==> src/hdl/fprm_pkg.sv <==
// Shared types and constants for the filtered pulse rate meter.
// No dependencies; imported by every other module of the block.
`timescale 1ns / 1ps

package fprm_pkg;

  // Defaults for the top-level parameters.
  localparam int TIME_BITS_DEF  = 32;
  localparam int COUNT_BITS_DEF = 8;
  localparam int FRAC_BITS_DEF  = 8;

  // Fixed field widths.
  localparam int CFG_W      = 32;
  localparam int CFG_ADDR_W = 2;
  localparam int STAMP_W    = 32;
  localparam int TOTAL_W    = 32;
  localparam int RATE_W     = 42;

  // Stream packing.
  localparam int IN_TDATA_W  = 72;
  localparam int IN_TUSER_W  = 2;
  localparam int OUT_TDATA_W = 80;
  localparam int OUT_TUSER_W = 3;
  localparam int OUT_PAD_W   = OUT_TDATA_W - RATE_W - TOTAL_W;

  // One minute in microseconds, and the bits it needs.
  localparam int unsigned MINUTE_US   = 60_000_000;
  localparam int          MINUTE_BITS = 26;

  localparam logic [CFG_W-1:0]  TIMEOUT_RESET = 32'd60_000_000;
  localparam logic [RATE_W-1:0] RATE_MAX      = '1;

  typedef enum logic [1:0] {
    OP_START     = 2'd0,
    OP_CHANGE    = 2'd1,
    OP_POLL      = 2'd2,
    OP_SET_TOTAL = 2'd3
  } op_t;

  typedef enum logic [CFG_ADDR_W-1:0] {
    CFG_FILTER_MODE  = 2'd0,
    CFG_FILTER_TIME  = 2'd1,
    CFG_TIMEOUT_TIME = 2'd2,
    CFG_TOTAL_EN     = 2'd3
  } cfg_idx_t;

  typedef enum logic [1:0] {
    PH_INIT = 2'd0,
    PH_RUN  = 2'd1,
    PH_TOUT = 2'd2
  } phase_t;

  typedef enum logic [2:0] {
    ST_IDLE,
    ST_EVENT,
    ST_PEEK,
    ST_TOUT,
    ST_DELTA,
    ST_MUL,
    ST_DIV,
    ST_PUSH
  } state_t;

  typedef struct packed {
    logic               rate_valid;
    logic [RATE_W-1:0]  rate_ppm;
    logic               tout_zero;
    logic               total_valid;
    logic [TOTAL_W-1:0] total_count;
  } res_t;

endpackage

==> src/hdl/fprm_tunit.sv <==
// Shared time unit: wrapping difference of two timestamps and its compare to a limit.
// Depends on fprm_pkg; used by fprm_core for every time check of an item.
`timescale 1ns / 1ps

module fprm_tunit
  import fprm_pkg::*;
#(
  parameter int TIME_BITS = TIME_BITS_DEF
) (
  input  logic [TIME_BITS-1:0] a,
  input  logic [TIME_BITS-1:0] b,
  input  logic [CFG_W-1:0]     lim,
  input  logic                 strict,
  output logic [TIME_BITS-1:0] diff,
  output logic                 hit
);

  localparam int MW = (TIME_BITS > CFG_W) ? TIME_BITS : CFG_W;

  logic [MW-1:0] diff_x;
  logic [MW-1:0] lim_x;

  assign diff   = a - b;
  assign diff_x = MW'(diff);
  assign lim_x  = MW'(lim);
  assign hit    = strict ? (diff_x > lim_x) : (diff_x >= lim_x);

endmodule

==> src/hdl/fprm_div.sv <==
// Bit-serial restoring divider, one quotient bit per cycle, saturating at RATE_W bits.
// Depends on fprm_pkg; used by fprm_core for the rate of a poll.
`timescale 1ns / 1ps

module fprm_div
  import fprm_pkg::*;
#(
  parameter int NUM_W = MINUTE_BITS + COUNT_BITS_DEF + FRAC_BITS_DEF,
  parameter int DEN_W = TIME_BITS_DEF
) (
  input  logic              clk,
  input  logic              rst_n,
  input  logic              start,
  input  logic [NUM_W-1:0]  num,
  input  logic [DEN_W-1:0]  den,
  output logic              done,
  output logic [RATE_W-1:0] quo
);

  localparam int CW = $clog2(NUM_W + 1);

  logic              busy_r, busy_nxt;
  logic              done_r, done_nxt;
  logic [CW-1:0]     cnt_r, cnt_nxt;
  logic [NUM_W-1:0]  num_r, num_nxt;
  logic [DEN_W-1:0]  den_r, den_nxt;
  logic [DEN_W-1:0]  rem_r, rem_nxt;
  logic [RATE_W-1:0] q_r, q_nxt;
  logic              sat_r, sat_nxt;

  logic [DEN_W:0]    rem_sh;
  logic [DEN_W:0]    rem_sub;
  logic              fits;

  // Remainder stays below the divisor, so one extra bit holds the shifted value.
  assign rem_sh  = {rem_r, num_r[NUM_W-1]};
  assign rem_sub = rem_sh - {1'b0, den_r};
  assign fits    = (rem_sh >= {1'b0, den_r});

  always_comb begin
    busy_nxt = busy_r;
    done_nxt = 1'b0;
    cnt_nxt  = cnt_r;
    num_nxt  = num_r;
    den_nxt  = den_r;
    rem_nxt  = rem_r;
    q_nxt    = q_r;
    sat_nxt  = sat_r;
    if (start) begin
      busy_nxt = 1'b1;
      cnt_nxt  = CW'(NUM_W);
      num_nxt  = num;
      den_nxt  = den;
      rem_nxt  = '0;
      q_nxt    = '0;
      sat_nxt  = 1'b0;
    end else if (busy_r) begin
      num_nxt = num_r << 1;
      rem_nxt = fits ? DEN_W'(rem_sub) : DEN_W'(rem_sh);
      q_nxt   = {q_r[RATE_W-2:0], fits};
      sat_nxt = sat_r | q_r[RATE_W-1];
      cnt_nxt = cnt_r - 1'b1;
      if (cnt_r == CW'(1)) begin
        busy_nxt = 1'b0;
        done_nxt = 1'b1;
      end
    end
  end

  always_ff @(posedge clk) begin
    if (!rst_n) begin
      busy_r <= 1'b0;
      done_r <= 1'b0;
    end else begin
      busy_r <= busy_nxt;
      done_r <= done_nxt;
    end
  end

  always_ff @(posedge clk) begin
    cnt_r <= cnt_nxt;
    num_r <= num_nxt;
    den_r <= den_nxt;
    rem_r <= rem_nxt;
    q_r   <= q_nxt;
    sat_r <= sat_nxt;
  end

  assign done = done_r;
  assign quo  = sat_r ? RATE_MAX : q_r;

endmodule

==> src/hdl/fprm_core.sv <==
// Sequencer and meter state: edge and pulse filtering, early counting, timeout and rate.
// Depends on fprm_pkg, fprm_tunit and fprm_div.
`timescale 1ns / 1ps

module fprm_core
  import fprm_pkg::*;
#(
  parameter int TIME_BITS  = TIME_BITS_DEF,
  parameter int COUNT_BITS = COUNT_BITS_DEF,
  parameter int FRAC_BITS  = FRAC_BITS_DEF
) (
  input  logic                  clk,
  input  logic                  rst_n,
  input  logic                  cfg_we,
  input  logic [CFG_ADDR_W-1:0] cfg_addr,
  input  logic [CFG_W-1:0]      cfg_wdata,
  input  logic                  in_valid,
  output logic                  in_ready,
  input  op_t                   in_op,
  input  logic                  in_pin,
  input  logic [STAMP_W-1:0]    in_now,
  input  logic [TOTAL_W-1:0]    in_total,
  output logic                  res_valid,
  input  logic                  res_ready,
  output res_t                  res
);

  localparam int PROD_W = MINUTE_BITS + COUNT_BITS;
  localparam int NUM_W  = PROD_W + FRAC_BITS;
  localparam logic [MINUTE_BITS-1:0] MINUTE_K = MINUTE_BITS'(MINUTE_US);

  // Configuration
  logic               filter_mode_r;
  logic [CFG_W-1:0]   filter_time_r;
  logic [CFG_W-1:0]   timeout_time_r;
  logic               total_en_r;

  // Meter state
  logic                  last_level_r, last_level_nxt;
  logic                  latched_r, latched_nxt;
  logic [TIME_BITS-1:0]  last_event_r, last_event_nxt;
  logic [TIME_BITS-1:0]  last_acc_r, last_acc_nxt;
  logic [TIME_BITS-1:0]  det_edge_r, det_edge_nxt;
  logic [TIME_BITS-1:0]  cand_rise_r, cand_rise_nxt;
  logic [COUNT_BITS-1:0] pending_r, pending_nxt;
  logic                  peeked_r, peeked_nxt;
  logic [TIME_BITS-1:0]  proc_edge_r, proc_edge_nxt;
  phase_t                phase_r, phase_nxt;
  logic [TOTAL_W-1:0]    total_r, total_nxt;

  // Request being worked on
  state_t                state_r, state_nxt;
  op_t                   op_r, op_nxt;
  logic                  pin_r, pin_nxt;
  logic [TIME_BITS-1:0]  now_r, now_nxt;
  logic [TOTAL_W-1:0]    tv_r, tv_nxt;
  logic [COUNT_BITS-1:0] cnt_r, cnt_nxt;
  logic [TIME_BITS-1:0]  pdet_r, pdet_nxt;
  logic [TIME_BITS-1:0]  delta_r, delta_nxt;
  res_t                  res_r, res_nxt;

  // Shared time unit
  logic [TIME_BITS-1:0]  tu_a, tu_b, tu_diff;
  logic [CFG_W-1:0]      tu_lim;
  logic                  tu_strict, tu_hit;

  // Early count decision of a poll
  logic [COUNT_BITS-1:0] pk_cnt;
  logic [TIME_BITS-1:0]  pk_det;
  logic                  pk_flag;

  // Rate divider
  logic                  div_start, div_done;
  logic [PROD_W-1:0]     prod;
  logic [NUM_W-1:0]      div_num;
  logic [RATE_W-1:0]     div_quo;

  fprm_tunit #(
    .TIME_BITS (TIME_BITS)
  ) u_tunit (
    .a      (tu_a),
    .b      (tu_b),
    .lim    (tu_lim),
    .strict (tu_strict),
    .diff   (tu_diff),
    .hit    (tu_hit)
  );

  assign prod    = MINUTE_K * cnt_r;
  assign div_num = NUM_W'(prod) << FRAC_BITS;

  fprm_div #(
    .NUM_W (NUM_W),
    .DEN_W (TIME_BITS)
  ) u_div (
    .clk   (clk),
    .rst_n (rst_n),
    .start (div_start),
    .num   (div_num),
    .den   (delta_r),
    .done  (div_done),
    .quo   (div_quo)
  );

  // A debt from an earlier early count is repaid first; then a running high
  // pulse that is already long enough is counted ahead of its falling edge.
  always_comb begin
    pk_cnt  = pending_r;
    pk_flag = peeked_r;
    pk_det  = det_edge_r;
    if (pk_flag && (pk_cnt != '0)) begin
      pk_flag = 1'b0;
      pk_cnt  = pk_cnt - 1'b1;
    end
    if (!pk_flag && (cand_rise_r != det_edge_r) && tu_hit) begin
      pk_flag = 1'b1;
      pk_det  = cand_rise_r;
      pk_cnt  = (&pk_cnt) ? pk_cnt : pk_cnt + 1'b1;
    end
  end

  // Next state
  always_comb begin
    state_nxt = state_r;
    case (state_r)
      ST_IDLE: begin
        if (in_valid) state_nxt = ST_EVENT;
      end
      ST_EVENT: begin
        case (op_r)
          OP_POLL:   state_nxt = ST_PEEK;
          OP_CHANGE: state_nxt = ST_IDLE;
          default:   state_nxt = total_en_r ? ST_PUSH : ST_IDLE;
        endcase
      end
      ST_PEEK: begin
        if (pk_cnt != '0) begin
          if (phase_r == PH_RUN) state_nxt = ST_DELTA;
          else                   state_nxt = total_en_r ? ST_PUSH : ST_IDLE;
        end else if (phase_r == PH_INIT || phase_r == PH_RUN) begin
          state_nxt = ST_TOUT;
        end else begin
          state_nxt = ST_IDLE;
        end
      end
      ST_TOUT:  state_nxt = tu_hit ? ST_PUSH : ST_IDLE;
      ST_DELTA: state_nxt = (tu_diff == '0) ? ST_PUSH : ST_MUL;
      ST_MUL:   state_nxt = ST_DIV;
      ST_DIV: begin
        if (div_done) state_nxt = ST_PUSH;
      end
      ST_PUSH: begin
        if (res_ready) state_nxt = ST_IDLE;
      end
      default:  state_nxt = ST_IDLE;
    endcase
  end

  // Datapath and outputs of each step
  always_comb begin
    logic latched_v;
    last_level_nxt = last_level_r;
    latched_nxt    = latched_r;
    last_event_nxt = last_event_r;
    last_acc_nxt   = last_acc_r;
    det_edge_nxt   = det_edge_r;
    cand_rise_nxt  = cand_rise_r;
    pending_nxt    = pending_r;
    peeked_nxt     = peeked_r;
    proc_edge_nxt  = proc_edge_r;
    phase_nxt      = phase_r;
    total_nxt      = total_r;
    op_nxt         = op_r;
    pin_nxt        = pin_r;
    now_nxt        = now_r;
    tv_nxt         = tv_r;
    cnt_nxt        = cnt_r;
    pdet_nxt       = pdet_r;
    delta_nxt      = delta_r;
    res_nxt        = res_r;
    latched_v      = latched_r;
    tu_a           = now_r;
    tu_b           = filter_mode_r ? last_event_r : last_acc_r;
    tu_lim         = filter_time_r;
    tu_strict      = 1'b0;
    in_ready       = 1'b0;
    res_valid      = 1'b0;
    div_start      = 1'b0;

    case (state_r)
      ST_IDLE: begin
        in_ready = 1'b1;
        if (in_valid) begin
          op_nxt  = in_op;
          pin_nxt = in_pin;
          now_nxt = TIME_BITS'(in_now);
          tv_nxt  = in_total;
          res_nxt = '0;
        end
      end

      ST_EVENT: begin
        case (op_r)
          OP_START: begin
            last_level_nxt = pin_r;
            proc_edge_nxt  = now_r;
            if (filter_mode_r) latched_nxt = pin_r;
            if (total_en_r) begin
              res_nxt.total_valid = 1'b1;
              res_nxt.total_count = total_r;
            end
          end
          OP_SET_TOTAL: begin
            total_nxt = tv_r;
            if (total_en_r) begin
              res_nxt.total_valid = 1'b1;
              res_nxt.total_count = tv_r;
            end
          end
          default: begin
            // Pin change, or the edge a poll sees that no pin change reported.
            if ((op_r == OP_CHANGE) ? (filter_mode_r || pin_r)
                : (filter_mode_r ? (pin_r != last_level_r) : (pin_r && !last_level_r))) begin
              if (!filter_mode_r) begin
                if (tu_hit) begin
                  last_acc_nxt  = now_r;
                  det_edge_nxt  = now_r;
                  cand_rise_nxt = now_r;
                  pending_nxt   = (&pending_r) ? pending_r : pending_r + 1'b1;
                end
                last_level_nxt = 1'b1;
              end else begin
                if (tu_hit && latched_r && !last_level_r) begin
                  latched_v = 1'b0;
                end else if (tu_hit && !latched_r && last_level_r) begin
                  latched_v    = 1'b1;
                  det_edge_nxt = last_event_r;
                  pending_nxt  = (&pending_r) ? pending_r : pending_r + 1'b1;
                end
                latched_nxt    = latched_v;
                cand_rise_nxt  = (!latched_v && pin_r) ? now_r : det_edge_nxt;
                last_event_nxt = now_r;
                last_level_nxt = pin_r;
              end
            end
            if (op_r == OP_POLL) last_level_nxt = pin_r;
          end
        endcase
      end

      ST_PEEK: begin
        tu_b        = cand_rise_r;
        pending_nxt = '0;
        peeked_nxt  = pk_flag;
        cnt_nxt     = pk_cnt;
        pdet_nxt    = pk_det;
        if (pk_cnt != '0) begin
          if (total_en_r) begin
            total_nxt           = total_r + TOTAL_W'(pk_cnt);
            res_nxt.total_valid = 1'b1;
            res_nxt.total_count = total_r + TOTAL_W'(pk_cnt);
          end
          if (phase_r != PH_RUN) begin
            phase_nxt     = PH_RUN;
            proc_edge_nxt = pk_det;
          end
        end
      end

      ST_TOUT: begin
        tu_b      = proc_edge_r;
        tu_lim    = timeout_time_r;
        tu_strict = 1'b1;
        if (tu_hit) begin
          phase_nxt          = PH_TOUT;
          res_nxt.rate_valid = 1'b1;
          res_nxt.tout_zero  = 1'b1;
        end
      end

      ST_DELTA: begin
        tu_a               = pdet_r;
        tu_b               = proc_edge_r;
        delta_nxt          = tu_diff;
        proc_edge_nxt      = pdet_r;
        res_nxt.rate_valid = 1'b1;
        if (tu_diff == '0) res_nxt.rate_ppm = RATE_MAX;
      end

      ST_MUL: begin
        div_start = 1'b1;
      end

      ST_DIV: begin
        if (div_done) res_nxt.rate_ppm = div_quo;
      end

      ST_PUSH: begin
        res_valid = 1'b1;
      end

      default: ;
    endcase
  end

  assign res = res_r;

  always_ff @(posedge clk) begin
    if (!rst_n) begin
      filter_mode_r  <= 1'b0;
      filter_time_r  <= '0;
      timeout_time_r <= TIMEOUT_RESET;
      total_en_r     <= 1'b0;
    end else if (cfg_we) begin
      case (cfg_idx_t'(cfg_addr))
        CFG_FILTER_MODE:  filter_mode_r  <= cfg_wdata[0];
        CFG_FILTER_TIME:  filter_time_r  <= cfg_wdata;
        CFG_TIMEOUT_TIME: timeout_time_r <= cfg_wdata;
        CFG_TOTAL_EN:     total_en_r     <= cfg_wdata[0];
        default: ;
      endcase
    end
  end

  always_ff @(posedge clk) begin
    if (!rst_n) begin
      state_r      <= ST_IDLE;
      last_level_r <= 1'b0;
      latched_r    <= 1'b0;
      last_event_r <= '0;
      last_acc_r   <= '0;
      det_edge_r   <= '0;
      cand_rise_r  <= '0;
      pending_r    <= '0;
      peeked_r     <= 1'b0;
      proc_edge_r  <= '0;
      phase_r      <= PH_INIT;
      total_r      <= '0;
    end else begin
      state_r      <= state_nxt;
      last_level_r <= last_level_nxt;
      latched_r    <= latched_nxt;
      last_event_r <= last_event_nxt;
      last_acc_r   <= last_acc_nxt;
      det_edge_r   <= det_edge_nxt;
      cand_rise_r  <= cand_rise_nxt;
      pending_r    <= pending_nxt;
      peeked_r     <= peeked_nxt;
      proc_edge_r  <= proc_edge_nxt;
      phase_r      <= phase_nxt;
      total_r      <= total_nxt;
    end
  end

  always_ff @(posedge clk) begin
    op_r    <= op_nxt;
    pin_r   <= pin_nxt;
    now_r   <= now_nxt;
    tv_r    <= tv_nxt;
    cnt_r   <= cnt_nxt;
    pdet_r  <= pdet_nxt;
    delta_r <= delta_nxt;
    res_r   <= res_nxt;
  end

endmodule

==> src/hdl/filtered_pulse_rate_meter_top.sv <==
// A poll that reports a rate from a nonzero interval gives its result once the bit-serial
// divider has worked through every bit of its numerator.
// One request is in work at a time; a rate poll holds the input until its result is handed over.
// The next request is taken while the previous result waits in the output register.
// Reset: synchronous, active low; clears configuration to its defaults and all meter state.
`timescale 1ns / 1ps

module filtered_pulse_rate_meter_top
  import fprm_pkg::*;
#(
  parameter int TIME_BITS  = TIME_BITS_DEF,
  parameter int COUNT_BITS = COUNT_BITS_DEF,
  parameter int FRAC_BITS  = FRAC_BITS_DEF
) (
  input  logic                   clk,
  input  logic                   rst_n,
  input  logic                   cfg_we,
  input  logic [CFG_ADDR_W-1:0]  cfg_addr,
  input  logic [CFG_W-1:0]       cfg_wdata,
  input  logic                   in_tvalid,
  output logic                   in_tready,
  input  logic [IN_TDATA_W-1:0]  in_tdata,   // pin_level, now_us, total_value, zero pad
  input  logic [IN_TUSER_W-1:0]  in_tuser,   // opcode
  output logic                   out_tvalid,
  input  logic                   out_tready,
  output logic [OUT_TDATA_W-1:0] out_tdata,  // rate_ppm, total_count, zero pad
  output logic [OUT_TUSER_W-1:0] out_tuser   // rate_valid, tout_zero, total_valid
);

  logic res_valid, res_ready;
  res_t res;

  logic out_valid_r;
  res_t out_res_r;

  fprm_core #(
    .TIME_BITS  (TIME_BITS),
    .COUNT_BITS (COUNT_BITS),
    .FRAC_BITS  (FRAC_BITS)
  ) u_core (
    .clk       (clk),
    .rst_n     (rst_n),
    .cfg_we    (cfg_we),
    .cfg_addr  (cfg_addr),
    .cfg_wdata (cfg_wdata),
    .in_valid  (in_tvalid),
    .in_ready  (in_tready),
    .in_op     (op_t'(in_tuser)),
    .in_pin    (in_tdata[0]),
    .in_now    (in_tdata[STAMP_W:1]),
    .in_total  (in_tdata[STAMP_W+TOTAL_W:STAMP_W+1]),
    .res_valid (res_valid),
    .res_ready (res_ready),
    .res       (res)
  );

  // The output register frees the core as soon as a result is handed over.
  assign res_ready = !out_valid_r || out_tready;

  always_ff @(posedge clk) begin
    if (!rst_n) begin
      out_valid_r <= 1'b0;
    end else if (res_valid && res_ready) begin
      out_valid_r <= 1'b1;
    end else if (out_tready) begin
      out_valid_r <= 1'b0;
    end
  end

  always_ff @(posedge clk) begin
    if (res_valid && res_ready) out_res_r <= res;
  end

  assign out_tvalid = out_valid_r;
  assign out_tdata  = {{OUT_PAD_W{1'b0}}, out_res_r.total_count, out_res_r.rate_ppm};
  assign out_tuser  = {out_res_r.total_valid, out_res_r.tout_zero, out_res_r.rate_valid};

endmodule
==> config.mk <==
export PLATFORM = sky130hd
export DESIGN_NAME = filtered_pulse_rate_meter_top
export DESIGN_NICKNAME = d
export VERILOG_FILES = /design/src/hdl/fprm_pkg.sv /design/src/hdl/fprm_tunit.sv /design/src/hdl/fprm_div.sv /design/src/hdl/fprm_core.sv /design/src/hdl/filtered_pulse_rate_meter_top.sv
export SDC_FILE = /design/constraint.sdc
export NUM_CORES = 2
export LEC_CHECK = 0
export BUFFER_PORTS_ARGS = -buffer_cell sky130_fd_sc_hd__clkbuf_2
export CORE_AREA = 2 2 329 331
export CTS_CLUSTER_DIAMETER = 100
export CTS_CLUSTER_SIZE = 30
export DETAILED_ROUTE_END_ITERATION = 6
export DIE_AREA = 0 0 331 333
export GPL_ROUTABILITY_DRIVEN = 0
export GPL_TIMING_DRIVEN = 0
export PLACE_DENSITY_LB_ADDON = 0.25
export REMOVE_ABC_BUFFERS = 1
export SETUP_SLACK_MARGIN = 0.2
export SYNTH_ARGS = -nofsm -noshare
export SYNTH_HDL_FRONTEND = slang
export SYNTH_SLANG_ARGS = --single-unit
export TNS_END_PERCENT = 50
==> constraint.sdc <==
create_clock -name clk -period 22.2 [get_ports clk]
set_input_delay 1.11 -clock clk [delete_from_list [all_inputs] [get_ports clk]]
set_output_delay 1.11 -clock clk [all_outputs]
set_load 0.03 [all_outputs]
* Yosys cells after proc, flatten, opt, wreduce, memory -nomap -nowiden
Index checks and enable logic that the tools add are counted.
** Storage, ports and cells
- Register bits after elaboration :: 709
- Bits in latches :: 0
- Memory bits (writable) :: 0
- ROM bits :: 0
- Bits of input ports :: 113
- Output and inout bits :: 85
- Logic and storage cells :: 247
- Memories kept :: 0
** Cells by class
- Add/sub/neg operators :: 7
- Multiply operators :: 1
- Div/mod/pow operators :: 0
- Magnitude comparators :: 3
- Equality and inequality tests :: 36
- Shifts and indexed selects :: 0
- Mux-type cells :: 91
- Bitwise operators :: 6
- Reduce and logical (&&, ||, !) cells :: 61
** Operator list (count)
- 32-bit 2-to-1 mux :: 17
- 42-bit 2-to-1 mux :: 5
- 33-bit 2-to-1 mux :: 4
- 32-bit one-hot mux with 2 select lines :: 2
- 42-bit one-hot mux with 3 select lines :: 1
- 33-bit one-hot mux with 3 select lines :: 1
- 32-bit one-hot mux with 3 select lines :: 1
- 8-bit 2-to-1 mux :: 10
- 77-bit 2-to-1 mux :: 1
- 33-bit one-hot mux with 2 select lines :: 1
- 32-bit subtractor :: 2
- 33-bit by 32-bit >= comparator with 1-bit output :: 1
- 32-bit by 8-bit adder with 32-bit output :: 1
- 32-bit >= comparator :: 1
- 32-bit > comparator :: 1
- 32-bit zero test :: 1
- 32-bit != test :: 1
- 1-bit 2-to-1 mux :: 28
- 4-bit AND reduction :: 7
- 18-bit by 8-bit multiplier with 26-bit output, first input constant :: 1
- 3-bit one-hot mux with 8 select lines :: 1
- 3-bit 2-to-1 mux :: 7
- 8-bit by 1-bit adder with 8-bit output, second input constant :: 2
- 8-bit one-hot mux with 2 select lines :: 1
- 37 further kinds :: 107

* Longest topological paths before layout
- Word-level depth :: 18
- Gate-level depth with buffers :: 43

* Cells and area by module
Synthesis repeated with hierarchy kept, for this count alone.
** Unflattened totals
- Cells, all modules :: 4144
- Area total of the unflattened synthesis :: 38788.5 um^2
** By module, submodules not included
- fprm_core :: times used 1, cells each 2877, area an instance 25624.6 um^2
- fprm_div :: times used 1, cells each 792, area an instance 8084.0 um^2
- fprm_tunit :: times used 1, cells each 386, area an instance 2661.3 um^2
- filtered_pulse_rate_meter_top :: times used 1, cells each 89, area an instance 2418.6 um^2

* Worst setup path before layout
Ideal clock, no wire load.
- Kind :: flip-flop to flip-flop
- Start point :: register u_core.state_r[2]
- End point :: register u_core.res_r (netlist bit u_core.res[30]), data pin
- Library setup time :: 261 ps
- Data arrival time :: 10582 ps
- Path slack :: 11358 ps
- Stages on the path, launching flop included :: 41
- Path buffers :: 5
- Period minus slack after synthesis :: 10842 ps
- Cell sequence :: dfxtp_1 -> inv_1 -> nor2_1 -> nand2_1 -> clkinv_1 -> clkbuf_1 -> buf_1 -> mux2_2 -> ha_1 -> clkbuf_1 -> a211o_1 -> a2111oi_0 -> nor3_1 -> nor4b_1 -> nor4_1 -> o21a_1 -> o31ai_1 -> and3_1 -> (+5 left out) -> o31a_1 -> o21ai_1 -> buf_2 -> buf_1 -> or2_2 -> xnor2_1 -> ha_1 -> inv_1 -> fa_1 -> nor2b_1 -> o21ai_0 -> a21boi_0 -> o21ai_0 -> a2111oi_1 -> and4b_1 -> and3_1 -> o21ai_0 -> a221o_1
** RTL lines
- from (decl) :: line fprm_core.sv:52 : state_t state_r, state_nxt;
- from (signal assigned) :: line fprm_core.sv:340 : state_r <= state_nxt;
- to (signal assigned) :: line fprm_core.sv:363 : res_r <= res_nxt;
- to (decl) :: line fprm_core.sv:60 : res_t res_r, res_nxt;

==> flow_summary.yaml <==
status:
  outcome: "finished clean"
global_route:
  grt_pass1_wl_um: 152000
  grt_usage_pct: 17.5
  grt_max_degree: 148
  grt-ovfl-total: 0
  first_global_vias: 26142
  antenna_found_initial: 9
floorplan:
  die-area_mm2: 0.110
  placementRows: 120
  die_y_um: 333
  start_util_pct: 34.8
  die_x_um: 331
  ios: 198
  core_mm2: 0.107
sta:
  setup_viol: 0
  rsz0062_at_grt: "false"
  final-max-slew-violation-count: 0
  fin_skew_ns: 0.0455
  fmax_mhz: 74.8
  period_share_pct: 60.2
  tightest_slew_ns: 1.23
  min_period_ns: 13.37
  finalHoldViolCount: 0
  slew_headroom_pct: 17.5
setup_path:
  start_kind: "register"
  cp-end-kind: "register"
  critPathKind: "reg -> reg"
  arrival_ns: 13.78
  required_ns: 22.61
  cp_slowest_cell: "nor4b_1"
  critPathMaxStageDelay_ns: 0.89
  path_max_fanout: 76
clocking:
  cts_resized: 0
  clock_latency_ns: 0.65
  cts_tree: "done"
  cts.sink_count: 709
  clockBufferDepth: 3
  cts_hold_buffers: 0
  numCtsBuffers: 35
  cts_setup_buffers: 0
  clkTransAtPathRegs_ns: 0.12
  cts-root-buf: "clkbuf_16"
  h-tree-depth: 2
synth:
  synth_top_flop_cell: "dfxtp_1"
  synth-edff-count: 351
  synth_area_mm2: 0.0371
  yosysWarningCount: 0
  synthTopCellsByCount: "nand2_1 (458), dfxtp_1 (358), edfxtp_1 (351)"
  ys_top_cells_by_area: "edfxtp_1 (28%), dfxtp_1 (19%), ha_1 (6.0%)"
  synth_xor_area_share_pct: 2.72
  ys_types: 88
  synth_top_area_cell: "edfxtp_1"
  synth_top_area_share_pct: 28.4
  synth_mux_area_share_pct: 7.91
  async_reset_ff_share_pct: 0
  synth-simple-area-share_pct: 13.5
  synthAdderAreaFrac_pct: 7.51
  synth-seq-cells: 709
  synth.most_common_cell: "nand2_1"
  synth-compound-area-share_pct: 16.8
  synth_top_family_by_area: "compound AO/OA/AOI/OAI gates"
  netlist_instances: 3751
  syn_avg_cell_area_um2: 9.89
  ys_seq_area_share_pct: 47.7
detailed_routing:
  wl_per_cell_um: 18.9
  drc: 0
  ant_nets: 0
  num_vias: 27678
  vias_per_cell: 5.30
  firstDrtPassIters: 5
  drt_wl_total_um: 98500
  initialDrtViolationCount: 2196
layout:
  final_cell_count_no_fill: 5220
  syn2layout_area_growth_pct: 10.5
  drive_gt1_share_pct: 10.8
  nNetsFinal: 4110
min_path:
  hold_class: "reg -> reg"
power:
  pwr_density_cell_mw_per_mm2: 69.1
  p_leak_nw: 16.0
  power.total_mw: 2.83
  ir_drop_mv: 0.0415
placement:
  dp_hpwl_um: 69000
  portBuffers: 184
  placedCellCount: 5157
flow_run:
  cap_viol_max_count: 0
==> per-layer routing <==
layer,wire (um),track usage (%),vias to the layer above
met4,2500,4.86,6
met2,43700,27.1,637
met1,47500,25.3,13260
met3,4780,2.59,116
li1,-,-,13659
met5,42,0,-
==> worst max-delay path: cells and delay by family, from the launching register on <==
kind	cells	cell delay, ns
AND/OR/NAND/NOR	13	4.65
adder cells (fa/ha/maj)	3	1.03
AO/OA/AOI/OAI	13	4.62
multiplexers	1	0.39
flip-flops	1	0.77
buffers and inverters	4	1.52
==> sequential cells by signal, indices dropped and copies added (netlist names), 6 cells and up <==
register and cells:
u_core.det_edge_r 32, out_tdata 74, u_core.timeout_time_r 32, u_core.res 77, u_core.now_r 32, u_core.last_event_r 32, u_core.proc_edge_r 32, u_core.pdet_r 32
u_core.delta_r 32, u_core.tv_r 32, u_core.u_div.num_r 26, u_core.filter_time_r 32, u_core.cnt_r 8, u_core.cand_rise_r 32, u_core.u_div.q_r 42, u_core.pending_r 8
u_core.u_div.rem_r 32, u_core.total_r 32, u_core.u_div.cnt_r 6, u_core.u_div.den_r 32, u_core.last_acc_r 32
==> final cells by class <==
| type | count | area, um2 |
|---|---|---|
| Antenna cell | 2 | 5.00 |
| Clock buffer | 44 | 920 |
| Clock inverter | 17 | 245 |
| Fill cell | 10604 | 65600 |
| Inverter | 134 | 523 |
| Multi-Input combinational cell | 2688 | 18100 |
| Sequential cell | 709 | 17700 |
| Tap cell | 1403 | 1760 |
| Timing Repair Buffer | 223 | 1690 |
==> power by group <==
part | leakage [nW] | internal [mW] | switching (mW) | total [mW]
clock network | 0.562 | 0.322 | 0.483 | 0.805
logic | 9.26 | 0.216 | 0.326 | 0.541
registers | 6.21 | 1.44 | 0.0475 | 1.49
total | 16.0 | 1.98 | 0.856 | 2.83
==> through the flow <==
step	area [um2]	setup WS (ns)	TNS, ns	utilization (%)	hold WS (ns)
floorplan	36200	7.83	0	-	0.400
finish	41000	8.83	0	38.5	0.419
global route	41000	7.92	0	38.5	0.424
detailed placement	39800	9.10	0	37.4	0.405
global placement	38900	-2.65	-217.40	36.5	0.401
CTS	41000	9.02	0	38.5	0.411
==> path summary, 6_finish.rpt <==
path / from / to / slack [ns] / depth (start not counted)
setup / recovery: u_core.state_r[1] / u_core.res[25] / 8.83 / 34
hold / removal: u_core.res[1] / out_tdata[43] / 0.42 / 0
setup reg to reg: u_core.state_r[1] / u_core.res[25] / 8.83 / 34
hold reg to reg: u_core.res[1] / out_tdata[43] / 0.42 / 0
==> placed cells by master (no fill, tap or decap), types with 33 or more instances in the layout <==
master	Yosys	final
mux2_2	66	66
inv_1	130	129
o211ai_1	42	42
ha_1	178	178
edfxtp_1	351	351
nor3_1	49	49
nand3_1	61	60
a21o_1	73	73
clkbuf_16	0	35
nor2_1	342	339
o21a_1	63	62
clkbuf_2	0	183
xor2_1	33	33
a21oi_1	295	295
a211oi_1	57	56
o21ai_0	163	161
nand2_1	458	454
a221oi_1	36	36
and3_1	38	38
mux2i_1	219	219
xnor2_1	82	82
dfxtp_1	358	356
==> cells by family after synthesis <==
group,count (synthesis)
AND/OR/NAND/NOR,1129
AO/OA/AOI/OAI,947
flip-flops,709
buffers and inverters,359
multiplexers,285
adder cells (fa/ha/maj),206
XOR/XNOR,115
other,1
No activity file was read; power rests on OpenSTA's default activity.
